### src/rtl/mgb_pkg.sv
// ----------------------------------------------------------------------------
// Mask gradient package
// Shared types and constants of the mask gradient unit.
// ----------------------------------------------------------------------------
package mgb_pkg;

	localparam int unsigned SAMPLE_BITS = 16;
	localparam int unsigned GRAD_BITS   = 17;
	localparam int unsigned RATIO_BITS  = 16;
	localparam logic [16:0] GRAD_ONE    = 17'h10000;
	localparam logic [16:0] GRAD_ZERO   = 17'h00000;

	// Classification of one item, made by the front end.
	typedef enum logic [2:0] {
		CLS_ONE   = 3'b001,
		CLS_ZERO  = 3'b010,
		CLS_RATIO = 3'b100
	} cls_t;

endpackage

### src/rtl/mgb_queue.sv
// ----------------------------------------------------------------------------
// Mask gradient queue
// Short register stage between the front and the back end.
// ----------------------------------------------------------------------------
module mgb_queue #(
	parameter int unsigned SQ_BITS = 25
) (
	input  logic               clk,
	input  logic               arst_n,
	input  logic               valid_i,
	input  mgb_pkg::cls_t      cls_i,
	input  logic [SQ_BITS-1:0] sq_in_i,
	input  logic [SQ_BITS-1:0] sq_out_i,
	output logic               valid_q,
	output mgb_pkg::cls_t      cls_q,
	output logic [SQ_BITS-1:0] sq_in_q,
	output logic [SQ_BITS-1:0] sq_out_q
);

	always_ff @(posedge clk or negedge arst_n) begin
		if (!arst_n) begin
			valid_q <= 1'b0;
		end else begin
			valid_q <= valid_i;
		end
	end

	// Special cases need no distances; zero them so the root stages idle.
	always_ff @(posedge clk) begin
		cls_q    <= cls_i;
		sq_in_q  <= (cls_i == mgb_pkg::CLS_RATIO) ? sq_in_i : '0;
		sq_out_q <= (cls_i == mgb_pkg::CLS_RATIO) ? sq_out_i : '0;
	end

endmodule

### config.mk
export PLATFORM = sky130hd
export DESIGN_NAME = mgb_queue
export DESIGN_NICKNAME = d
export VERILOG_FILES = /design/src/rtl/mgb_pkg.sv /design/src/rtl/mgb_queue.sv
export SDC_FILE = /design/constraint.sdc
export NUM_CORES = 1
export LEC_CHECK = 0
export BUFFER_PORTS_ARGS = -buffer_cell sky130_fd_sc_hd__buf_2
export CORE_MARGIN = 2
export CORE_UTILIZATION = 40
export DETAILED_ROUTE_END_ITERATION = 16
export PLACE_DENSITY_LB_ADDON = 0.2
export SYNTH_ARGS = -nofsm -noshare
export SYNTH_HDL_FRONTEND = slang
export SYNTH_SLANG_ARGS = --single-unit
### constraint.sdc
create_clock -name clk -period 0.8 [get_ports clk]
set_input_delay 0.08 -clock clk [delete_from_list [all_inputs] [get_ports clk]]
set_output_delay 0.08 -clock clk [all_outputs]
set_load 0.02 [all_outputs]
# [Yosys cells after proc, flatten, opt, wreduce, memory -nomap -nowiden]
# Index checks and enable logic that the tools add are counted.
[word_totals] ff_bits=54 latch_bits=0 ram_bits=0 romBits=0 input_bits=56 out_inout_bits=54 wordCells=5 mem_count=0
[classes] n_addsub=0 n_mul=0 n_div=0 n_lt_le_gt_ge=0 n_eq_ne=1 shift=0 muxes=0 bitwise=0 reduce_logical=0
[op_table] cell="3-bit equality test, second input constant" count=1

# [Longest topological paths before layout]
[depth] ltp_word=1 ltp_mapped=2 ltp_nobuf=1

# [Worst setup path after synthesis]
# Ideal clock, no wire load.
[synth_timing] path_kind="input port to flip-flop" start="in cls_i[0]" end="reg sq_in_q[0]" setup_ns=0.117 t_arrival_ns=0.500 required_ns=0.683 path_slack_ns=0.182 cell_stages=2 path_buffers=1 path_cell_list="clkbuf_1 > and4bb_2"
[synth_via] elab_chain_cells=1
[synth_rtl] item="start: declaration" line_no="mgb_queue.sv:11" rtl="input mgb_pkg::cls_t cls_i,"
[synth_rtl] item="3-bit equality test" line_no="mgb_queue.sv:31" rtl="sq_in_q <= (cls_i == mgb_pkg::CLS_RATIO) ? sq_in_i : '0;"
[synth_rtl] item="end signal: assignment" line_no="mgb_queue.sv:31"
[synth_rtl] item="end: declaration" line_no="mgb_queue.sv:16" rtl="output logic [SQ_BITS-1:0] sq_in_q,"
# No other way between the ends.
# A chain may end at the register's enable or synchronous reset.

# [Final worst setup path]
[layout_timing] start="reg valid_q" end="out valid_q"
[layout_lines] item="start: declaration" line_no="mgb_queue.sv:14" rtl="output logic valid_q,"
[layout_lines] item="start signal: assignment" line_no="mgb_queue.sv:24" rtl="valid_q <= valid_i;"
# No word-level cell between the ends.

==> run summary <==
run status: finished, violations left
failing checks: negative setup slack
Antenna Nets Post-Route: 0
fillers: 333
core area: 4290 µm²
Slew Limit Fails: 0
Power Density: 1780 nW/µm²
sw frac: 0.215
Die Y: 70.5 µm
CTS tree: done
DR vias/cell: 4.92
Post-Syn Area per Cell: 14.9 µm²
Top delay family on crit path: flip-flops
Post-synth EDFFs: 0
Cells after Synth: 119
top post-synthesis cells by count: 53 x dfxtp_1, 50 x and4bb_2, 15 x clkbuf_1
FMAX: 1.11 GHz
Final Hold Vio Count: 0
CP peak stage delay: 0.40 ns
worst setup margin: -0.102 ns
Worst setup SP type: flop
sequential share of power: 0.543
Diodes inserted: 0
TNS Setup: -0.965 ns
share of the synthesized area in the top cell type: 0.600
WL/cell: 15.8 µm
Int Power: 4.07 mW
HPWL after DPL: 2.99 mm
top cells by area, synth: dfxtp_1 60%, and4bb_2 35%, clkbuf_1 3.2%
FFs w/ async S/R, synth: 0.0185
initial antenna violation count: 0
GR Layer Usage met2: 0.314
WP data required: 0.72 ns
initial detailed-routing violation count: 47
Detailed Routing Iterations Pass 1: 5
Post-Layout Cell Count: 280
busiest grt layer: met2
DP Cell Count: 270
fin crit period: 0.902 ns
CTS root buffer: clkbuf_8
unrepaired setup endpoints after global routing: yes
die area: 4970 µm²
Gate power share: 0.123
largest net degree at the start of global routing: 52
most common cell in the netlist: dfxtp_1
max-cap viol count: 0
Hold WC Path Type: input port to flop
net load switching power: 1.11 mW
CP Capture Type: primary output
Ports: 110
VDD IR max: 0.00121 V
GR Overflow Total: 0
Buf/Inv on CP: 1
setup violators final: 54
gr usage total: 0.174
synthesized area: 1770 µm²
Unique masters post-synth: 4
H-tree levels: 2
Top FF cell, synth: dfxtp_1
Leak Pwr: 1.31 nW
gpl congestion: 0.738
P&R area growth vs syn: 65.0%
Clk pwr share: 0.334
grt met1 use: 0.194
residual DRC count: 0
CP max-delay cell: dfrtp_1
fraction of layout cells with a size suffix above 1: 0.987
Clock transition at path regs: 0.09 ns
Max-Slew Margin vs Limit: 0.529
ratio of final minimum period to clock period: 1.13
area leader, netlist: dfxtp_1
final wirelength: 4.43 mm
critical path fanouts, max: 1
die width: 70.5 µm
Nets: 283
synthesized net count: 175
CP cell instances: buf_6
Bufs on Longest Clock Path: 2
clock sink count: 54
crit path DAT: 0.82 ns
PortBufs: 109
setup bufs post-CTS: 0
first-pass GRT wire length: 6.73 mm
Setup CP Type: flop to primary output
global-route met3 utilization: 0.0548
Synth Register Bits: 54
yosys warns: 0
number of global-route vias before repair: 1358
Inserted Clock Buffers: 5
Vias: 1377
Initial Utilization: 0.412
Worst Tran Pin Value: 0.706 ns
Seq/Total Area, Yosys: 0.614
cell row count: 24
==> final timing paths <==
kind                                to  depth (start not counted)   startpoint
worst max-delay path           valid_q                          1      valid_q
worst min-delay path       sq_out_q[7]                          2  sq_out_i[7]
min in group asynchronous      valid_q                          2       arst_n
max in group asynchronous      valid_q                          2       arst_n
==> placed cells by master (no fill, tap or decap) <==
cell type      count
buf_6             54
buf_2             55
buf_12             2
and4bb_2          50
bufinv_16          1
dfxtp_2           53
buf_4              3
clkinv_2           2
clkbuf_8           5
dlygate4sd3_1      2
dfrtp_1            1
==> state kept, by name, summed over array words and instances (netlist names) <==
name      flops
sq_in_q      25
valid_q       1
sq_out_q     25
cls_q         3
==> power by group through the flow <==
stage               Sequential, mW  Combinational (mW)  Clock (mW)
floorplan                     2.95               0.174           0
global placement              2.84               0.522           0
detailed placement            2.85               0.543           0
CTS                           2.81               0.640        1.81
global route                  2.82               0.680        1.91
finish                        2.81               0.639        1.73
==> cells by family (layout without fill, tap and decap cells) <==
| kind of cell | after synthesis | after routing | share of synthesized area |
|---|---|---|---|
| buffers and inverters | 15 | 124 | 0.0318 |
| flip-flops | 54 | 54 | 0.614 |
| AND/OR/NAND/NOR | 50 | 50 | 0.354 |
==> metrics by stage <==
step	setup WS (ns)	power [mW]	hold WS [ns]	utilization	instance area, µm²
after floorplan	0.182	3.12	-0.216	-	1770
after global placement	-0.123	3.36	-0.146	0.555	2380
after detailed placement	-0.215	3.39	-0.143	0.555	2380
after CTS	-0.0939	5.26	0.0705	0.679	2920
after global routing	-0.129	5.41	0.0702	0.679	2920
final	-0.102	5.18	0.0833	0.679	2920
==> area by class of cell <==
| class | instances | area [µm²] | area share |
|---|---|---|---|
| timing repair buffer | 116 | 966 | 0.331 |
| clock inverter | 3 | 40.0 | 0.0137 |
| clock buffer | 5 | 68.8 | 0.0236 |
| multi-input combinational | 50 | 626 | 0.214 |
| sequential | 54 | 1150 | 0.395 |
| tap | 52 | 65.1 | 0.0223 |
==> what timing repair did <==
| item | 4_1_cts | 5_1_grt |
|---|---|---|
| hold buffers | 2 | 0 |
| gates resized for setup | 160 | 1 |
| hold endpoints to repair | 2 | 0 |
| endpoints found under the setup margin | 54 | 54 |
==> layer usage <==
layer  vias to the layer above  share of wire
met5                         -              0
met4                         0         0.0081
met3                         4          0.080
met2                        63           0.53
met1                       652           0.38
li1                        658              -
(Power assumes the default switching activity.)
