`config.mk`:
```
export PLATFORM = sky130hd
export DESIGN_NAME = mgb_front
export DESIGN_NICKNAME = d
export VERILOG_FILES = /design/src/rtl/mgb_pkg.sv /design/src/rtl/mgb_front.sv
export SDC_FILE = /design/constraint.sdc
export NUM_CORES = 1
export LEC_CHECK = 0
export ABC_AREA = 0
export CAP_MARGIN = 15
export CORE_MARGIN = 2
export CORE_UTILIZATION = 60
export DETAILED_ROUTE_END_ITERATION = 6
export DONT_BUFFER_PORTS = 1
export PLACE_DENSITY = 0.86
export SYNTH_ARGS = -nofsm -noshare
export SYNTH_HDL_FRONTEND = slang
export SYNTH_SLANG_ARGS = --single-unit
```
`constraint.sdc`:
```
create_clock -name clk -period 13.8 [get_ports clk]
set_clock_uncertainty 0.1 [all_clocks]
set_input_delay 2.76 -clock clk [delete_from_list [all_inputs] [get_ports clk]]
set_output_delay 2.76 -clock clk [all_outputs]
set_load 0.005 [all_outputs]
```
`src/rtl/mgb_pkg.sv`:
```
// ----------------------------------------------------------------------------
// Mask gradient package
// Shared types and constants of the mask gradient unit.
// ----------------------------------------------------------------------------
package mgb_pkg;

	localparam int unsigned SAMPLE_BITS = 16;
	localparam int unsigned GRAD_BITS   = 17;
	localparam int unsigned RATIO_BITS  = 16;
	localparam logic [16:0] GRAD_ONE    = 17'h10000;
	localparam logic [16:0] GRAD_ZERO   = 17'h00000;

	// Classification of one item, made by the front end.
	typedef enum logic [2:0] {
		CLS_ONE   = 3'b001,
		CLS_ZERO  = 3'b010,
		CLS_RATIO = 3'b100
	} cls_t;

endpackage

```
`src/rtl/mgb_front.sv`:
```
// ----------------------------------------------------------------------------
// Mask gradient front end
// Accepts items, classifies them and forms the two squared distances.
// ----------------------------------------------------------------------------
module mgb_front #(
	parameter int unsigned COORD_BITS = 12,
	parameter int unsigned SQ_BITS    = 2 * COORD_BITS + 1
) (
	input  logic                  clk,
	input  logic                  arst_n,
	input  logic                  in_valid,
	input  logic [COORD_BITS-1:0] px,
	input  logic [COORD_BITS-1:0] py,
	input  logic [15:0]           inner_s,
	input  logic [15:0]           outer_s,
	input  logic [COORD_BITS-1:0] ix,
	input  logic [COORD_BITS-1:0] iy,
	input  logic [COORD_BITS-1:0] ox,
	input  logic [COORD_BITS-1:0] oy,
	output logic                  valid_s2,
	output mgb_pkg::cls_t         cls_s2,
	output logic [SQ_BITS-1:0]    sq_in_s2,
	output logic [SQ_BITS-1:0]    sq_out_s2
);

	logic                  valid_s1;
	mgb_pkg::cls_t         cls_s1;
	logic [COORD_BITS-1:0] dix_s1, diy_s1, dox_s1, doy_s1;
	mgb_pkg::cls_t         cls_d;

	function automatic logic [COORD_BITS-1:0] adiff(input logic [COORD_BITS-1:0] a,
		input logic [COORD_BITS-1:0] b);
		return (a > b) ? (a - b) : (b - a);
	endfunction

	always_comb begin
		if (inner_s != '0)
			cls_d = mgb_pkg::CLS_ONE;
		else if (outer_s == '0)
			cls_d = mgb_pkg::CLS_ZERO;
		else
			cls_d = mgb_pkg::CLS_RATIO;
	end

	always_ff @(posedge clk or negedge arst_n) begin
		if (!arst_n) begin
			valid_s1 <= 1'b0;
			valid_s2 <= 1'b0;
		end else begin
			valid_s1 <= in_valid;
			valid_s2 <= valid_s1;
		end
	end

	always_ff @(posedge clk) begin
		cls_s1    <= cls_d;
		dix_s1    <= adiff(px, ix);
		diy_s1    <= adiff(py, iy);
		dox_s1    <= adiff(px, ox);
		doy_s1    <= adiff(py, oy);
		cls_s2    <= cls_s1;
		sq_in_s2  <= SQ_BITS'(dix_s1) * SQ_BITS'(dix_s1) + SQ_BITS'(diy_s1) * SQ_BITS'(diy_s1);
		sq_out_s2 <= SQ_BITS'(dox_s1) * SQ_BITS'(dox_s1) + SQ_BITS'(doy_s1) * SQ_BITS'(doy_s1);
	end

endmodule

```
# Word-level counts from Yosys, hierarchy flattened
# Index checks and enable logic that the tools add are counted.
word_totals:
  register_bits: 106
  output_inout_bits: 54
  word_cells: 35
op_classes:
  addsub: 10
  n_mul: 4
  n_lt_le_gt_ge: 4
  mux: 5
  n_reduce_logical: 2
op_table:
  columns: ["operator", "n"]
  rows:
  - ["$mul A12 B12 Y24", 4]
  - ["$sub A12 B12 Y12", 8]
  - ["$add A24 B24 Y25", 2]
  - ["$gt A12 B12 Y1", 4]
  - ["$mux W12", 4]
  - ["$logic_not A16 Y1", 1]
  - ["$reduce_bool A16 Y1", 1]
  - ["$mux W3", 1]

# Logic depth before layout (Yosys ltp)
# Gate-level depths: netlist of run 1.
depth:
  word_depth: 2
  depth_mapped: 25
  ltp_nobuf: 24

# Worst setup path after synthesis of run 1
# No wires, ideal clock.
synth_timing:
  path_type: "register to register"
  start: "register dox_s1[2]"
  end: "register sq_out_s2[24]"
  setup_time_ns: 0.122
  t_arrival_ns: 6.361
  required_time_ns: 13.578
  path_slack_ns: 7.217
  stages_incl_launch_ff: 23
  path_buffers: 1
  period_less_slack_ns: 6.583
  cell_sequence: "dfxtp_1 -> clkbuf_1 -> nand2_1 -> fa_1 -> inv_1 -> fa_1 -> inv_1 -> fa_1 -> fa_1 -> inv_1 -> fa_1 -> fa_1 -> inv_1 -> fa_1 -> inv_1 -> ha_1 -> a21oi_1 -> nand2_1 -> o21a_1 -> or4_4 -> a311o_1 -> a211oi_2 -> xnor2_1"
synth_between:
  elab_chain_len: 2
synth_rtl:
  columns: ["element", "line", "text"]
  rows:
  - ["start: declaration", "mgb_front.sv:28", "logic [COORD_BITS-1:0] dix_s1, diy_s1, dox_s1, doy_s1;"]
  - ["start signal: assignment", "mgb_front.sv:59", "dox_s1 <= adiff(px, ox);"]
  - ["$mul A12 B12 Y24", "mgb_front.sv:63", "sq_out_s2 <= SQ_BITS'(dox_s1) * SQ_BITS'(dox_s1) + SQ_BITS'(doy_s1) * SQ_BITS'(doy_s1);"]
  - ["$add A24 B24 Y25", "mgb_front.sv:63", null]
  - ["end signal: assignment", "mgb_front.sv:63", null]
  - ["end: declaration", "mgb_front.sv:23", "output logic [SQ_BITS-1:0] sq_out_s2"]
# No other way between the ends.
# A chain may end at the register's enable or synchronous reset.

# Worst setup path after layout of run 1
layout_timing:
  start: "register dix_s1[1]"
  end: "register sq_in_s2[23]"
layout_between:
  elab_chain_len: 2
layout_rtl:
  columns: ["element", "line", "text"]
  rows:
  - ["start: declaration", "mgb_front.sv:28", null]
  - ["start signal: assignment", "mgb_front.sv:57", "dix_s1 <= adiff(px, ix);"]
  - ["$mul A12 B12 Y24", "mgb_front.sv:62", "sq_in_s2 <= SQ_BITS'(dix_s1) * SQ_BITS'(dix_s1) + SQ_BITS'(diy_s1) * SQ_BITS'(diy_s1);"]
  - ["$add A24 B24 Y25", "mgb_front.sv:62", null]
  - ["end signal: assignment", "mgb_front.sv:62", null]
  - ["end: declaration", "mgb_front.sv:22", "output logic [SQ_BITS-1:0] sq_in_s2,"]
# No other way between the ends.

==> flow_metrics.env, run 1 <==
export IMPL_numCtsBuffers=9
export IMPL_synth_mux_area_frac=0.0130
export IMPL_hold_end="cls_s2[2]"
export IMPL_core_um2=36700
export IMPL_clk_path_buf_depth=2
export IMPL_synth_area_top_cells="fa_1 (36%), ha_1 (17%), inv_1 (11%)"
export IMPL_synth_ff_type="dfxtp_1"
export IMPL_synth_xor_area_frac=0.0391
export IMPL_worst_pin_slew_ns=1.10
export IMPL_synthTopCellsByCount="inv_1 (645), fa_1 (408), ha_1 (312)"
export IMPL_nNetsFinal=3198
export IMPL_cts_sinks=106
export IMPL_die_w_um=197
export IMPL_fin_crit_ns=7.04
export IMPL_place_area_um2=22700
export IMPL_synth_top_cell_area_share=0.365
export IMPL_critPathBufInv=5
export IMPL_use_met1=0.343
export IMPL_synth_area_per_cell_um2=9.24
export IMPL_synthDistinctLibCells=74
export IMPL_met3_usage=0.0765
export IMPL_clk_latency_ns=0.39
export IMPL_rsz0062_at_grt="false"
export IMPL_io_pins=161
export IMPL_hold_viol_final=0
export IMPL_synth_cells=2423
export IMPL_ys_warn_count=0
export IMPL_synth_most_common_cell="inv_1"
export IMPL_cap_violations=0
export IMPL_slew_headroom=0.263
export IMPL_hold_class="reg -> reg"
export IMPL_timing_fmax_ghz=0.142
export IMPL_ant_nets=0
export IMPL_multi_input_area_um2=17600
export IMPL_synth_nets=3250
export IMPL_start_kind="flop"
export IMPL_rows=70
export IMPL_cp_top_family="adder cells"
export IMPL_first_pass_iters=5
export IMPL_drt_total_wl_mm=49.9
export IMPL_grt_use_total=0.276
export IMPL_status="finished, final reports clean"
export IMPL_cts_setup_buffers=0
export IMPL_num_antenna_cells=0
export IMPL_busiest_layer="met2"
export IMPL_cts_hold_buf=0
export IMPL_initial_utilization=0.610
export IMPL_fin_crit_sh=0.510
export IMPL_io_buffers=0
export IMPL_ys_ff_latch=106
export IMPL_async_flop_share=0.0189
export IMPL_slowest_stage="dfxtp_1"
export IMPL_worstSetupPathType="reg -> reg"
export IMPL_grt_pass1_wl_mm=84.5
export IMPL_rr_worst_depth=21
export IMPL_crit_path_frequent_cell="fa_1"
export IMPL_viasPerCell=5.58
export IMPL_path_cells="inv_1 > nor2_1 > inv_1 > fa_1 > fa_1 > fa_1 > fa_1 > inv_1 > fa_1 > fa_1 > inv_1 > fa_1 > inv_1 > ha_1 > a21oi_1 > o21ai_0 > a41oi_1 > a311oi_1 > a211oi_1 > o21ai_0 > xor2_1"
export IMPL_root_buffer="clkbuf_16"
export IMPL_grt_overflow_total=0
export IMPL_design_area_um2=23000
export IMPL_syn_area_um2=22400
export IMPL_cts_resized_gates=0
export IMPL_cpPeakStageDelay_ns=0.56
export IMPL_drv_slew=0
export IMPL_cp_end_kind="flop"
export IMPL_path_clk_slew_ns=0.08
export IMPL_use_met2=0.470
export IMPL_synth_area_leader_cell="fa_1"
export IMPL_rr_startpoint="dix_s1[1]"
export IMPL_arrival_ns=7.21
export IMPL_whs_path_depth=0
export IMPL_layout_drive_gt1_share=0.0206
export IMPL_grt_pass1_vias=17441
export IMPL_hpwl_mm=43.2
export IMPL_fillCellCount=2949
export IMPL_die_area_um2=38900
export IMPL_synth_compound_area_frac=0.0912
export IMPL_r2r_slack_ns=6.76
export IMPL_hold_path_startpoint="cls_s1[2]"
export IMPL_initialDrtViolationCount=930
export IMPL_htree_levels=3
export IMPL_synth_seq_area_share=0.0952
export IMPL_path_max_fanout=10
export IMPL_synth_top_family_by_area="adder cells"
export IMPL_grt_max_degree=18
export IMPL_cts_tree="built"
export IMPL_critPathRequiredTime_ns=13.97
export IMPL_tns_ns=0
export IMPL_timing_rr_end="sq_in_s2[23]"
export IMPL_wire_per_inst_um=17.6
export IMPL_synth_adder_area_share=0.539
export IMPL_synthSimpleGateAreaFrac=0.103
export IMPL_drcViolationCount=0
export IMPL_antenna_found_initial=1
export IMPL_globalplace_congestion=0.947
export IMPL_synth_edff_count=0
export IMPL_via_count=15881
export IMPL_chipHeight_um=197
export IMPL_regArea_um2=2130
export IMPL_area_delta_synth_final_pct=2.77
export IMPL_setup_violations_final=0
[routing by layer]
metal | share of wire | wire (um)
met3 | 0.088 | 4380
met4 | 0.026 | 1290
met2 | 0.49 | 24600
met5 | 0.00026 | 13
met1 | 0.39 | 19700
[placed cells by master (no fill, tap or decap), types with 21 or more instances in the layout]
| cell type | n |
|---|---|
| inv_1 | 645 |
| fa_1 | 408 |
| ha_1 | 312 |
| nand2_1 | 153 |
| and2_1 | 125 |
| dfxtp_1 | 104 |
| a21oi_1 | 74 |
| nor2_1 | 66 |
| xnor2_1 | 55 |
| o21ai_0 | 50 |
| a21o_1 | 46 |
| xor2_1 | 45 |
| mux2i_1 | 28 |
| nor3_1 | 21 |
[kinds of logic (layout without fill, tap and decap cells)]
kind of cell             count (synthesis)  count (layout)
multiplexers                            29              29
AO/OA/AOI/OAI                          301             301
XOR/XNOR                               100             100
buffers and inverters                  709             662
flip-flops                             106             106
adder cells (fa/ha/maj)                720             720
AND/OR/NAND/NOR                        458             458
[per-stage QoR]
step / std cells / worst slack, ns / hold WS [ns] / utilization
floorplan: 2423 / 7.22 / 0.210 / -
global placement: 2828 / 6.99 / 0.217 / 0.619
detailed placement: 2828 / 6.85 / 0.221 / 0.619
CTS: 2844 / 6.82 / 0.234 / 0.627
global route: 2844 / 6.31 / 0.246 / 0.627
finish: 2844 / 6.76 / 0.233 / 0.627
[state kept, by name (all words and copies together) (netlist names)]
| signal | count |
|---|---|
| cls_s1 | 3 |
| cls_s2 | 3 |
| dix_s1 | 12 |
| diy_s1 | 12 |
| dox_s1 | 12 |
| doy_s1 | 12 |
| sq_in_s2 | 25 |
| sq_out_s2 | 25 |
| valid_s1 | 1 |
| valid_s2 | 1 |
[how the worst max path moves through the flow]
| stage | from | to | slack (ns) | depth (start not counted) |
|---|---|---|---|---|
| floorplan | dox_s1[2] | sq_out_s2[24] | 7.22 | 22 |
| global placement | dox_s1[2] | sq_out_s2[24] | 6.99 | 21 |
| detailed placement | dox_s1[3] | sq_out_s2[24] | 6.85 | 21 |
| CTS | dox_s1[3] | sq_out_s2[24] | 6.82 | 19 |
| global route | dix_s1[2] | sq_in_s2[23] | 6.31 | 21 |
| finish | dix_s1[1] | sq_in_s2[23] | 6.76 | 21 |
[worst register-to-register path: stages (launching register included)]
cell and delay (ns):
dfxtp_1 0.56, inv_1 0.24, nor2_1 0.23, inv_1 0.08, fa_1 0.48, fa_1 0.53, fa_1 0.48, fa_1 0.54
inv_1 0.05, fa_1 0.49, fa_1 0.49, inv_1 0.05, fa_1 0.47, inv_1 0.04, ha_1 0.33, a21oi_1 0.15
o21ai_0 0.08, a41oi_1 0.36, a311oi_1 0.23, a211oi_1 0.54, o21ai_0 0.22, xor2_1 0.17
[layout make-up]
cell class	count	share of cell area
flip-flops and latches	106	0.0926
well taps	468	0.0254
clock buffers	11	0.0110
clock inverters	5	0.00163
multi-input cells	1608	0.764
inverters	645	0.105
repair buffers	1	0.000326
Power of run 1 is not shown: default switching activity piles up to over one toggle a cycle in this logic, so the estimate is an artifact.
==> inputs of run 2 (changes only) <==
==> constraint.sdc (replaced) <==
create_clock -name clk -period 6.5 [get_ports clk]
set_clock_uncertainty 0.1 [all_clocks]
set_input_delay 1.3 -clock clk [delete_from_list [all_inputs] [get_ports clk]]
set_output_delay 1.3 -clock clk [all_outputs]
set_load 0.005 [all_outputs]
==> flow_metrics.env, run 2 (same netlist as run 1, synthesis figures left out) <==
export IMPL_cp_end_kind="flop"
export IMPL_antenna_found_initial=0
export IMPL_grt_pass1_vias=17842
export IMPL_timing_rr_end="sq_in_s2[22]"
export IMPL_drcViolationCount=0
export IMPL_die_area_um2=38900
export IMPL_path_clk_slew_ns=0.09
export IMPL_clk_latency_ns=0.40
export IMPL_htree_levels=3
export IMPL_cts_hold_buf=0
export IMPL_ant_nets=0
export IMPL_cap_violations=0
export IMPL_initialDrtViolationCount=954
export IMPL_layout_drive_gt1_share=0.116
export IMPL_hold_class="reg -> reg"
export IMPL_start_kind="flop"
export IMPL_drt_total_wl_mm=53.0
export IMPL_layout_common_cells="inv_1 (640), fa_1 (396), ha_1 (298)"
export IMPL_rr_startpoint="diy_s1[11]"
export IMPL_wire_per_inst_um=17.9
export IMPL_grt_use_total=0.287
export IMPL_timing_fmax_ghz=0.157
export IMPL_first_pass_iters=6
export IMPL_rsz0062_at_grt="true"
export IMPL_num_antenna_cells=0
export IMPL_fin_crit_sh=0.981
export IMPL_cts_sinks=106
export IMPL_initial_utilization=0.610
export IMPL_chipHeight_um=197
export IMPL_r2r_slack_ns=0.13
export IMPL_fin_crit_ns=6.37
export IMPL_rr_worst_depth=21
export IMPL_area_delta_synth_final_pct=9.56
export IMPL_core_um2=36700
export IMPL_arrival_ns=6.61
export IMPL_hpwl_mm=45.4
export IMPL_numCtsBuffers=9
export IMPL_worstSetupPathType="reg -> reg"
export IMPL_die_w_um=197
export IMPL_layout_commonest_cell="inv_1"
export IMPL_nNetsFinal=3322
export IMPL_grt_max_degree=20
export IMPL_globalplace_congestion=0.998
export IMPL_rows=70
export IMPL_grt_pass1_wl_mm=87.0
export IMPL_path_max_fanout=11
export IMPL_io_buffers=0
export IMPL_grt_overflow_total=0
export IMPL_via_count=16298
export IMPL_critPathRequiredTime_ns=6.73
export IMPL_top_regs="sq_in_s2: 25 flops, sq_out_s2: 25 flops"
export IMPL_status="finished, final reports clean"
export IMPL_drv_slew=0
export IMPL_slew_headroom=0.314
export IMPL_io_pins=161
export IMPL_setup_worst_path_start="diy_s1[11]"
export IMPL_cp_endpoint="sq_in_s2[22]"
export IMPL_setup_violations_final=0
export IMPL_viasPerCell=5.49
export IMPL_worst_pin_slew_ns=1.02
export IMPL_cts_tree="built"
export IMPL_clk_path_buf_depth=2
export IMPL_hold_ws_ns=0.231
export IMPL_hold_viol_final=0
export IMPL_root_buffer="clkbuf_16"
run 2: cell type report:
cell class / count / area (um^2)
clock inverter: 7 / 85.1
timing repair buffer: 125 / 1050
clock buffer: 9 / 225
inverter: 645 / 2420
tap: 468 / 586
multi-input combinational: 1608 / 17900
fill: 2753 / 12200
sequential: 106 / 2230
run 2: worst max-delay path, stage by stage (launching register included):
cell and delay (ns):
dfxtp_1 0.39, buf_4 0.22, and2_1 0.23, fa_1 0.45
fa_1 0.46, fa_1 0.55, fa_1 0.45, fa_1 0.50
fa_1 0.54, inv_1 0.05, fa_1 0.48, inv_1 0.06
ha_4 0.23, a21o_1 0.17, a21oi_2 0.13, o211ai_1 0.10
buf_4 0.16, a2111oi_4 0.42, buf_4 0.20, o41ai_2 0.09
a21oi_1 0.19, xnor2_1 0.13
run 2: how the worst min path moves through the flow:
stage              start  slack [ns]         to  cells past startpoint
6_report       cls_s1[0]        0.23  cls_s2[0]                      0
5_1_grt        cls_s1[2]        0.24  cls_s2[2]                      0
4_1_cts        cls_s1[0]        0.24  cls_s2[0]                      0
3_5_place_dp   cls_s1[0]        0.21  cls_s2[0]                      0
3_3_place_gp   cls_s1[2]        0.22  cls_s2[2]                      0
2_1_floorplan  cls_s1[0]        0.21  cls_s2[0]                      0
run 2: metal layers:
| metal | track usage | part of all wire | vias up |
|---|---|---|---|
| met2 | 0.470 | 0.47 | 560 |
| met4 | 0.0991 | 0.033 | 0 |
| met5 | 0 | 0 | - |
| met1 | 0.367 | 0.40 | 8035 |
| met3 | 0.0799 | 0.088 | 120 |
| li1 | - | - | 7583 |
run 2: metrics by stage:
stage / TNS (ns) / cell area, um^2 / setup WS (ns) / util / cells
2_1_floorplan: 0 / 22400 / 0.0133 / - / 2423
3_3_place_gp: -0.0357 / 23600 / -0.0357 / 0.643 / 2937
3_5_place_dp: -0.259 / 23600 / -0.117 / 0.643 / 2937
4_1_cts: -0.0195 / 24000 / -0.0195 / 0.653 / 2954
5_1_grt: -0.383 / 24500 / -0.150 / 0.669 / 2968
6_report: 0 / 24500 / 0.125 / 0.669 / 2968
run 2: timing repair:
| action | CTS | global route |
|---|---|---|
| buffers inserted | 1 | 14 |
| endpoints found under the setup margin | 6 | 13 |
| pin swaps | 2 | 47 |
| resized for setup | 18 | 138 |
Power of run 2 is left out for the same reason.
