$ cat config.mk
export PLATFORM = sky130hd
export DESIGN_NAME = mgb_back
export DESIGN_NICKNAME = d
export VERILOG_FILES = /design/src/rtl/mgb_pkg.sv /design/src/rtl/mgb_back.sv
export SDC_FILE = /design/constraint.sdc
export NUM_CORES = 2
export LEC_CHECK = 0
export ABC_AREA = 0
export BUFFER_PORTS_ARGS = -buffer_cell sky130_fd_sc_hd__buf_2
export CORE_ASPECT_RATIO = 0.75
export CORE_MARGIN = 2
export CORE_UTILIZATION = 55
export CTS_BUF_LIST = sky130_fd_sc_hd__clkbuf_8
export DETAILED_ROUTE_END_ITERATION = 10
export PLACE_DENSITY = 0.82
export SETUP_SLACK_MARGIN = 0.02
export SYNTH_ARGS = -nofsm -noshare
export SYNTH_HDL_FRONTEND = slang
export SYNTH_SLANG_ARGS = --single-unit
$ cat constraint.sdc
create_clock -name clk -period 5.7 [get_ports clk]
set_input_delay 0.855 -clock clk [delete_from_list [all_inputs] [get_ports clk]]
set_output_delay 0.855 -clock clk [all_outputs]
set_load 0.005 [all_outputs]
$ cat src/rtl/mgb_pkg.sv
// ----------------------------------------------------------------------------
// Mask gradient package
// Shared types and constants of the mask gradient unit.
// ----------------------------------------------------------------------------
package mgb_pkg;

	localparam int unsigned SAMPLE_BITS = 16;
	localparam int unsigned GRAD_BITS   = 17;
	localparam int unsigned RATIO_BITS  = 16;
	localparam logic [16:0] GRAD_ONE    = 17'h10000;
	localparam logic [16:0] GRAD_ZERO   = 17'h00000;

	// Classification of one item, made by the front end.
	typedef enum logic [2:0] {
		CLS_ONE   = 3'b001,
		CLS_ZERO  = 3'b010,
		CLS_RATIO = 3'b100
	} cls_t;

endpackage

$ cat src/rtl/mgb_back.sv
// ----------------------------------------------------------------------------
// Mask gradient back end
// Pipelined square roots of both distances and a pipelined restoring divider.
// ----------------------------------------------------------------------------
module mgb_back #(
	parameter int unsigned SQ_BITS        = 25,
	parameter int unsigned DIST_FRAC_BITS = 8,
	parameter int unsigned ROOT_BITS      = (SQ_BITS + 1) / 2 + DIST_FRAC_BITS
) (
	input  logic               clk,
	input  logic               arst_n,
	input  logic               valid_i,
	input  mgb_pkg::cls_t      cls_i,
	input  logic [SQ_BITS-1:0] sq_in_i,
	input  logic [SQ_BITS-1:0] sq_out_i,
	output logic               valid_o,
	output logic [16:0]        grad_o
);

	localparam int unsigned RAD_BITS = 2 * ROOT_BITS;
	localparam int unsigned REM_BITS = ROOT_BITS + 2;
	localparam int unsigned DEN_BITS = ROOT_BITS + 1;
	localparam int unsigned QB       = mgb_pkg::RATIO_BITS + 1;

	// Square root pipeline: one result bit per stage.
	logic [ROOT_BITS:0]               rv;
	mgb_pkg::cls_t                    rc   [ROOT_BITS+1];
	logic [RAD_BITS-1:0]              rad_a [ROOT_BITS+1];
	logic [RAD_BITS-1:0]              rad_b [ROOT_BITS+1];
	logic [REM_BITS-1:0]              rem_a [ROOT_BITS+1];
	logic [REM_BITS-1:0]              rem_b [ROOT_BITS+1];
	logic [ROOT_BITS-1:0]             rt_a  [ROOT_BITS+1];
	logic [ROOT_BITS-1:0]             rt_b  [ROOT_BITS+1];

	assign rv[0]    = valid_i;
	assign rc[0]    = cls_i;
	assign rad_a[0] = RAD_BITS'(sq_in_i) << (2 * DIST_FRAC_BITS);
	assign rad_b[0] = RAD_BITS'(sq_out_i) << (2 * DIST_FRAC_BITS);
	assign rem_a[0] = '0;
	assign rem_b[0] = '0;
	assign rt_a[0]  = '0;
	assign rt_b[0]  = '0;

	function automatic logic [REM_BITS+ROOT_BITS-1:0] rstep(input logic [REM_BITS-1:0] rem,
		input logic [ROOT_BITS-1:0] rt, input logic [1:0] pair);
		logic [REM_BITS-1:0] r;
		logic [REM_BITS-1:0] t;
		r = {rem[REM_BITS-3:0], pair};
		t = {rt[REM_BITS-3:0], 2'b01};
		if (r >= t)
			return {r - t, rt[ROOT_BITS-2:0], 1'b1};
		return {r, rt[ROOT_BITS-2:0], 1'b0};
	endfunction

	for (genvar k = 0; k < ROOT_BITS; k++) begin : g_root
		logic [REM_BITS+ROOT_BITS-1:0] na, nb;
		assign na = rstep(rem_a[k], rt_a[k], rad_a[k][RAD_BITS-1 -: 2]);
		assign nb = rstep(rem_b[k], rt_b[k], rad_b[k][RAD_BITS-1 -: 2]);
		always_ff @(posedge clk or negedge arst_n) begin
			if (!arst_n)
				rv[k+1] <= 1'b0;
			else
				rv[k+1] <= rv[k];
		end
		always_ff @(posedge clk) begin
			rc[k+1]    <= rc[k];
			rad_a[k+1] <= rad_a[k] << 2;
			rad_b[k+1] <= rad_b[k] << 2;
			rem_a[k+1] <= na[REM_BITS+ROOT_BITS-1 -: REM_BITS];
			rem_b[k+1] <= nb[REM_BITS+ROOT_BITS-1 -: REM_BITS];
			rt_a[k+1]  <= na[ROOT_BITS-1:0];
			rt_b[k+1]  <= nb[ROOT_BITS-1:0];
		end
	end

	// Divider: quotient of O * 2^16 / (O + I), one bit per stage.
	logic [QB:0]          dv;
	mgb_pkg::cls_t        dc  [QB+1];
	logic [DEN_BITS-1:0]  den [QB+1];
	logic [DEN_BITS-1:0]  drem[QB+1];
	logic [QB-1:0]        quo [QB+1];
	logic [DEN_BITS-1:0]  o_top;

	assign o_top   = DEN_BITS'(rt_b[ROOT_BITS]);
	assign dv[0]   = rv[ROOT_BITS];
	assign dc[0]   = rc[ROOT_BITS];
	assign den[0]  = DEN_BITS'(rt_a[ROOT_BITS]) + o_top;
	assign drem[0] = '0;
	assign quo[0]  = '0;

	for (genvar k = 0; k < QB; k++) begin : g_div
		logic [DEN_BITS:0] r;
		logic [DEN_BITS:0] rd;
		assign r  = {drem[k], 1'b0};
		assign rd = r - {1'b0, den[k]};
		always_ff @(posedge clk or negedge arst_n) begin
			if (!arst_n)
				dv[k+1] <= 1'b0;
			else
				dv[k+1] <= dv[k];
		end
		always_ff @(posedge clk) begin
			dc[k+1]  <= dc[k];
			den[k+1] <= den[k];
			if (k == 0) begin
				// First stage loads the integer part: quotient bit 16 is O >= den.
				if (o_top >= den[k] && den[k] != '0) begin
					drem[k+1] <= o_top - den[k];
					quo[k+1]  <= QB'(1);
				end else begin
					drem[k+1] <= o_top;
					quo[k+1]  <= '0;
				end
			end else if (!rd[DEN_BITS]) begin
				drem[k+1] <= rd[DEN_BITS-1:0];
				quo[k+1]  <= {quo[k][QB-2:0], 1'b1};
			end else begin
				drem[k+1] <= r[DEN_BITS-1:0];
				quo[k+1]  <= {quo[k][QB-2:0], 1'b0};
			end
		end
	end

	always_ff @(posedge clk or negedge arst_n) begin
		if (!arst_n)
			valid_o <= 1'b0;
		else
			valid_o <= dv[QB];
	end

	always_ff @(posedge clk) begin
		case (dc[QB])
			mgb_pkg::CLS_ONE:   grad_o <= mgb_pkg::GRAD_ONE;
			mgb_pkg::CLS_ZERO:  grad_o <= mgb_pkg::GRAD_ZERO;
			mgb_pkg::CLS_RATIO: grad_o <= (den[QB] == '0) ? mgb_pkg::GRAD_ZERO : quo[QB];
			default:            grad_o <= mgb_pkg::GRAD_ZERO;
		endcase
	end

endmodule

### Word-level counts from Yosys, hierarchy flattened

Cells that the tools add are included.

| word-level totals | value |
|---|---|
| register bits after elaboration | 2,663 |
| input bits | 56 |
| output and inout bits | 18 |

| cells by class | value |
|---|---|
| add/sub/neg operators | 58 |
| order comparisons | 43 |
| equality and inequality tests | 2 |
| muxes and demuxes | 161 |
| reduce and logical (&&, ||, !) cells | 3 |

Operator list:

| kind | number |
|---|---|
| $mux W42 | 78 |
| $mux W22 | 17 |
| $sub A23 B22 Y23 | 16 |
| $mux W21 | 5 |
| $mux W1 | 59 |
| $ge A23 B10 Y1 | 2 |
| $ge A23 B11 Y1 | 2 |
| $ge A23 B12 Y1 | 2 |
| $ge A23 B13 Y1 | 2 |
| $ge A23 B14 Y1 | 2 |
| $ge A23 B15 Y1 | 2 |
| $ge A23 B16 Y1 | 2 |
| $ge A23 B17 Y1 | 2 |
| $ge A23 B18 Y1 | 2 |
| $ge A23 B19 Y1 | 2 |
| $ge A23 B20 Y1 | 2 |
| $ge A23 B21 Y1 | 2 |
| $ge A23 B22 Y1 | 2 |
| $ge A23 B3 Y1 | 2 |
| $ge A23 B4 Y1 | 2 |
| $ge A23 B5 Y1 | 2 |
| $ge A23 B6 Y1 | 2 |
| $ge A23 B7 Y1 | 2 |
| $ge A23 B8 Y1 | 2 |
| other kinds (32) | 54 |

### Logic depth before layout (Yosys ltp)

| logic depth | value |
|---|---|
| word-level depth | 4 |
| mapped depth | 19 |
| gate-level depth less buffers | 19 |

### Least setup slack after synthesis

Ideal clock, no wire load.

| timing path | value |
|---|---|
| path type | register -> register |
| start | register rt_b (netlist bit o_top[0]) |
| end | register drem[360] (netlist bit) |
| arrival | 4.319 ns |
| slack | 1.259 ns |
| cell stages (with the launch flop) | 19 |
| path buffers | 1 |
| path through | dfxtp_1 > ha_1 > fa_1 > a21oi_1 > a2bb2oi_1 > nor2b_1 > xor2_1 > ha_1 > o21ai_0 > o21ai_0 > o221ai_1 > a21oi_1 > a221o_1 > o211ai_1 > a211oi_1 > a211oi_4 > nor2_8 > buf_12 > mux2_4 |

| between the ends | value |
|---|---|
| word-level cells in the longest chain between the ends | 4 |
| elaborated cells between the ends (all ways) | 6 |
| those cells by class | add/sub (2); order compare (1); mux (1); reduce/logical (2) |

Ends and longest elaborated chain:

| what | RTL line | source |
|---|---|---|
| start: declaration | mgb_back.sv:33 | `logic [ROOT_BITS-1:0] rt_b [ROOT_BITS+1];` |
| start signal: indexed assignment | mgb_back.sv:72 | `rt_b[k+1] <= nb[ROOT_BITS-1:0];` |
| $add A21 B21 Y22 | mgb_back.sv:87 | `assign den[0] = DEN_BITS'(rt_a[ROOT_BITS]) + o_top;` |
| $ge A21 B22 Y1 / $reduce_bool A22 Y1 (equally long branches) | mgb_back.sv:107 | `if (o_top >= den[k] && den[k] != '0) begin` |
| $logic_and A1 B1 Y1 | mgb_back.sv:107 |  |
| $mux W21 * | mgb_back.sv:107 |  |
| end signal: indexed assignment | mgb_back.sv:108 | `drem[k+1] <= o_top - den[k];` |
| end signal: indexed assignment | mgb_back.sv:111 | `drem[k+1] <= o_top;` |
| end signal: indexed assignment | mgb_back.sv:115 | `drem[k+1] <= rd[DEN_BITS-1:0];` |
| end: declaration | mgb_back.sv:80 | `logic [DEN_BITS-1:0] drem[QB+1];` |

Mark *: on every way between the ends. The rest lies on a longest branch, timed or not.
A chain may end at the register's enable or synchronous reset.

==> summary.json <==
{
  "setup_slack_after_placement_ns": 0.380,
  "fmax_mhz": 185,
  "io_buffer_count": 73,
  "cts-buffers-inserted": 391,
  "drc_errors": 0,
  "worstHoldPathType": "reg -> reg",
  "pin_count": 74,
  "finalHoldViolations": 0,
  "synth-edff-count": 0,
  "internal_reg_to_reg_setup_slack_ns": 0.29,
  "worst_slew_margin_rel": 0.141,
  "antenna_violating_nets_post_route": 0,
  "grt_first_pass_wirelength_microns": 342000,
  "r2r-start": "rt_a[0]$_SDFF_PN0_",
  "ir_worst_vdd_mv": 0.336,
  "cts_tree": "done",
  "crit_slowest_cell": "sky130_fd_sc_hd__a211oi_1",
  "post_synth_inst_count": 10239,
  "critical_path.startpoint_type": "register",
  "synthesis.yosys.warnings": 0,
  "via_per_inst": 5.32,
  "critical_path_cell_list": "ha_1, fa_1, a211oi_1, o21ai_0, a41oi_1, nand2b_1, a311o_1, inv_1, ha_1, and4_1, nand2_1, nor4_1, buf_4, o211ai_1, a211oi_1, a211oi_4, nor2_8, mux2_2",
  "grt_most_used_layer": "met2",
  "report.final.setup_viol": 0,
  "routed_wirelength_microns": 204000,
  "die-width_microns": 505,
  "ys_dominant_reg_cell": "sky130_fd_sc_hd__dfxtp_1",
  "final_max_slew_viol_count": 0,
  "layout_min_cycle_time_ns": 5.41,
  "mappedNetlistArea_sq_um": 103000,
  "tritoncts_num_sinks": 2571,
  "dr.pass1.iters": 5,
  "fin_worst_hold_slack_ns": 0.286,
  "finish.net_count": 11591,
  "final_critical_path_setup_slack_ns": 0.286,
  "rsz0062_at_grt": "no",
  "rr_endpoint": "drem[357]$_DFF_P_",
  "initial_utilization": 0.555,
  "number_of_distinct_library_cells_after_synthesis": 92,
  "finalInstanceArea_sq_um": 115000,
  "worst_setup_path_startpoint": "rt_a[0]$_SDFF_PN0_",
  "stages_on_the_worst_setup_path": 18,
  "global_route_usage_sum": 0.208,
  "clock-root-buffer": "sky130_fd_sc_hd__clkbuf_8",
  "route.vias.total": 71656,
  "timing.hold.worst_path_depth": 0,
  "gpl.final_weighted_congestion": 0.887,
  "final_layout_size_suffix_gt1_frac": 0.107,
  "ys_async_rst_share": 0.0152,
  "final_min_period_over_clock_period": 0.950,
  "crit_path_max_fanout": 19,
  "dr.first_iter.drc_count": 4704,
  "critical_path.endpoint_type": "register",
  "run_status": "finished clean",
  "ys_seq_area_frac": 0.499,
  "timing.critical_path.arrival_ns": 6.30,
  "antenna_found_initial": 6,
  "worstRegToRegCells": 18,
  "clock_latency_ns": 1.02,
  "clk_pin_slew_worst_paths_ns": 0.06,
  "synthToLayoutAreaGrowth_pct": 11.5,
  "areal_power_density_over_the_cells_nw_per_um2": 532,
  "global_route.usage.met3": 0.0400,
  "worst-setup-path-type": "reg -> reg",
  "drt-wirelength-per-cell_microns": 15.2,
  "clockBufferDepth": 4,
  "globalRouteMet1Util": 0.288,
  "tightest_slew_ns": 1.29,
  "worst_ep_required_ns": 6.59,
  "cp_top_family": "compound AO/OA/AOI/OAI gates",
  "grt_pass1_vias": 72261,
  "critical_path.endpoint": "drem[357]$_DFF_P_",
  "worst_path_largest_cell_delay_ns": 0.46,
  "htree_levels": 5,
  "syn_avg_cell_area_sq_um": 10.1,
  "dpl_cell_area_sq_um": 107000,
  "postSynthRegisterBits": 2571,
  "final.setup.tns_ns": 0,
  "die_height_microns": 380,
  "worst_clock_skew_ns": 0.0826,
  "rows": 137,
  "floorplan.die_area_sq_um": 192000,
  "critPathBufInv": 2,
  "drv.max_cap_violation_count": 0,
  "groute.layer.met2.usage": 0.329,
  "hpwl_detailed_microns": 151000,
  "largest_net_degree_at_the_start_of_global_routing": 42,
  "leakagePower_nw": 56.4,
  "global_route.overflow_total": 0,
  "core_region_area_sq_um": 186000
}
worst reg2reg max path: stages (launching register included):
cell and delay, ns:
sky130_fd_sc_hd__dfxtp_1 0.32, sky130_fd_sc_hd__ha_1 0.25, sky130_fd_sc_hd__fa_1 0.45, sky130_fd_sc_hd__a211oi_1 0.31, sky130_fd_sc_hd__o21ai_0 0.18, sky130_fd_sc_hd__a41oi_1 0.44, sky130_fd_sc_hd__nand2b_1 0.21, sky130_fd_sc_hd__a311o_1 0.26
sky130_fd_sc_hd__inv_1 0.07, sky130_fd_sc_hd__ha_1 0.38, sky130_fd_sc_hd__and4_1 0.30, sky130_fd_sc_hd__nand2_1 0.10, sky130_fd_sc_hd__nor4_1 0.32, sky130_fd_sc_hd__buf_4 0.18, sky130_fd_sc_hd__o211ai_1 0.10, sky130_fd_sc_hd__a211oi_1 0.46
sky130_fd_sc_hd__a211oi_4 0.15, sky130_fd_sc_hd__nor2_8 0.37, sky130_fd_sc_hd__mux2_2 0.41
where the power goes:
group          total (W)  switching (W)  internal [W]
Sequential        0.0254        0.00275        0.0226
Combinational     0.0208         0.0106        0.0102
Clock             0.0151        0.00688       0.00823
cells by family after synthesis:
family / share of synthesized area
other: 0.0000362
DFF: 0.499
buffers and inverters: 0.0452
muxes: 0.0434
and+or+nand+nor: 0.112
AOI/OAI and AO/OA: 0.123
xor gates and xnor gates: 0.0701
adders and majority gates: 0.107
registers in the layout, indices dropped and copies added (netlist names), 17 cells and up:
| register | cells |
|---|---|
| dc | 54 |
| den | 374 |
| drem | 352 |
| dv | 18 |
| grad_o | 17 |
| o_top | 21 |
| quo | 153 |
| rad_a | 156 |
| rad_b | 156 |
| rc | 60 |
| rem_a | 381 |
| rem_b | 381 |
| rt_a | 224 |
| rt_b | 203 |
| rv | 20 |
repair_timing:
| item | in CTS | in global routing |
|---|---|---|
| hold endpoints to repair | 93 | 0 |
| setup endpoints to repair | 0 | 9 |
| hold buffers | 55 | 0 |
| resized for setup | 0 | 0 |
| setup buffers | 0 | 0 |
cell usage in the layout (no fill, tap or decap), types with 143 or more instances in the layout:
cell                       netlist  final
sky130_fd_sc_hd__dfxtp_1      2532   2532
sky130_fd_sc_hd__inv_1        1101   1206
sky130_fd_sc_hd__ha_1          833    833
sky130_fd_sc_hd__a21oi_1       595    594
sky130_fd_sc_hd__nor2_1        579    579
sky130_fd_sc_hd__nand2_1       577    577
sky130_fd_sc_hd__xnor2_1       531    524
sky130_fd_sc_hd__clkbuf_8        0    487
sky130_fd_sc_hd__o21ai_0       461    459
sky130_fd_sc_hd__mux2_2        357    357
sky130_fd_sc_hd__xor2_1        290    288
sky130_fd_sc_hd__a21o_1        221    221
sky130_fd_sc_hd__nor3_1        207    207
sky130_fd_sc_hd__nand3_1       150    150
sky130_fd_sc_hd__o21a_1        143    143
cells in the mapped netlist, types with 143 or more instances:
library cell | count | area [sq um]
sky130_fd_sc_hd__xor2_1 | 290 | 2540
sky130_fd_sc_hd__a21oi_1 | 595 | 2980
sky130_fd_sc_hd__nor3_1 | 207 | 1040
sky130_fd_sc_hd__nand3_1 | 150 | 751
sky130_fd_sc_hd__mux2_2 | 357 | 4020
sky130_fd_sc_hd__o21a_1 | 143 | 1070
sky130_fd_sc_hd__inv_1 | 1101 | 4130
sky130_fd_sc_hd__nand2_1 | 577 | 2170
sky130_fd_sc_hd__ha_1 | 833 | 10400
sky130_fd_sc_hd__a21o_1 | 221 | 1660
sky130_fd_sc_hd__nor2_1 | 579 | 2170
sky130_fd_sc_hd__xnor2_1 | 531 | 4650
sky130_fd_sc_hd__dfxtp_1 | 2532 | 50700
sky130_fd_sc_hd__o21ai_0 | 461 | 2310
metrics by stage:
stage / cells / utilization / total power, W
after floorplan: 10240 / - / 0.0411
after global placement: 12725 / 0.573 / 0.0449
after detailed placement: 12725 / 0.573 / 0.0461
after CTS: 13456 / 0.618 / 0.0615
after global routing: 13459 / 0.618 / 0.0652
final: 13459 / 0.618 / 0.0613
per-layer routing:
metal / share of wire / up-vias
met5: 0.00017 / -
met4: 0.022 / 4
met3: 0.055 / 436
met2: 0.44 / 1680
met1: 0.48 / 33587
li1: - / 35949
area by class of cell:
type / instances / area [sq um]
Antenna cell: 3 / 7.51
Sequential cell: 2571 / 51700
Clock inverter: 189 / 1180
Fill cell: 14624 / 71200
Timing Repair Buffer: 169 / 1220
Inverter: 1103 / 4140
Multi-Input combinational cell: 6435 / 47300
Clock buffer: 487 / 6700
Tap cell: 2502 / 3130
worst min path at each step:
stage                     start  slack, ns                to
6_report       den[263]$_DFF_P_       0.29  den[241]$_DFF_P_
2_1_floorplan     dc[3]$_DFF_P_       0.31     dc[0]$_DFF_P_
5_1_grt        rt_a[88]$_DFF_P_       0.28  rt_a[68]$_DFF_P_
4_1_cts        rt_a[88]$_DFF_P_       0.27  rt_a[68]$_DFF_P_
3_3_place_gp     dc[30]$_DFF_P_       0.31    dc[27]$_DFF_P_
3_5_place_dp   quo[109]$_DFF_P_       0.31   quo[93]$_DFF_P_
Note: power is estimated with default switching activity, not from simulation.
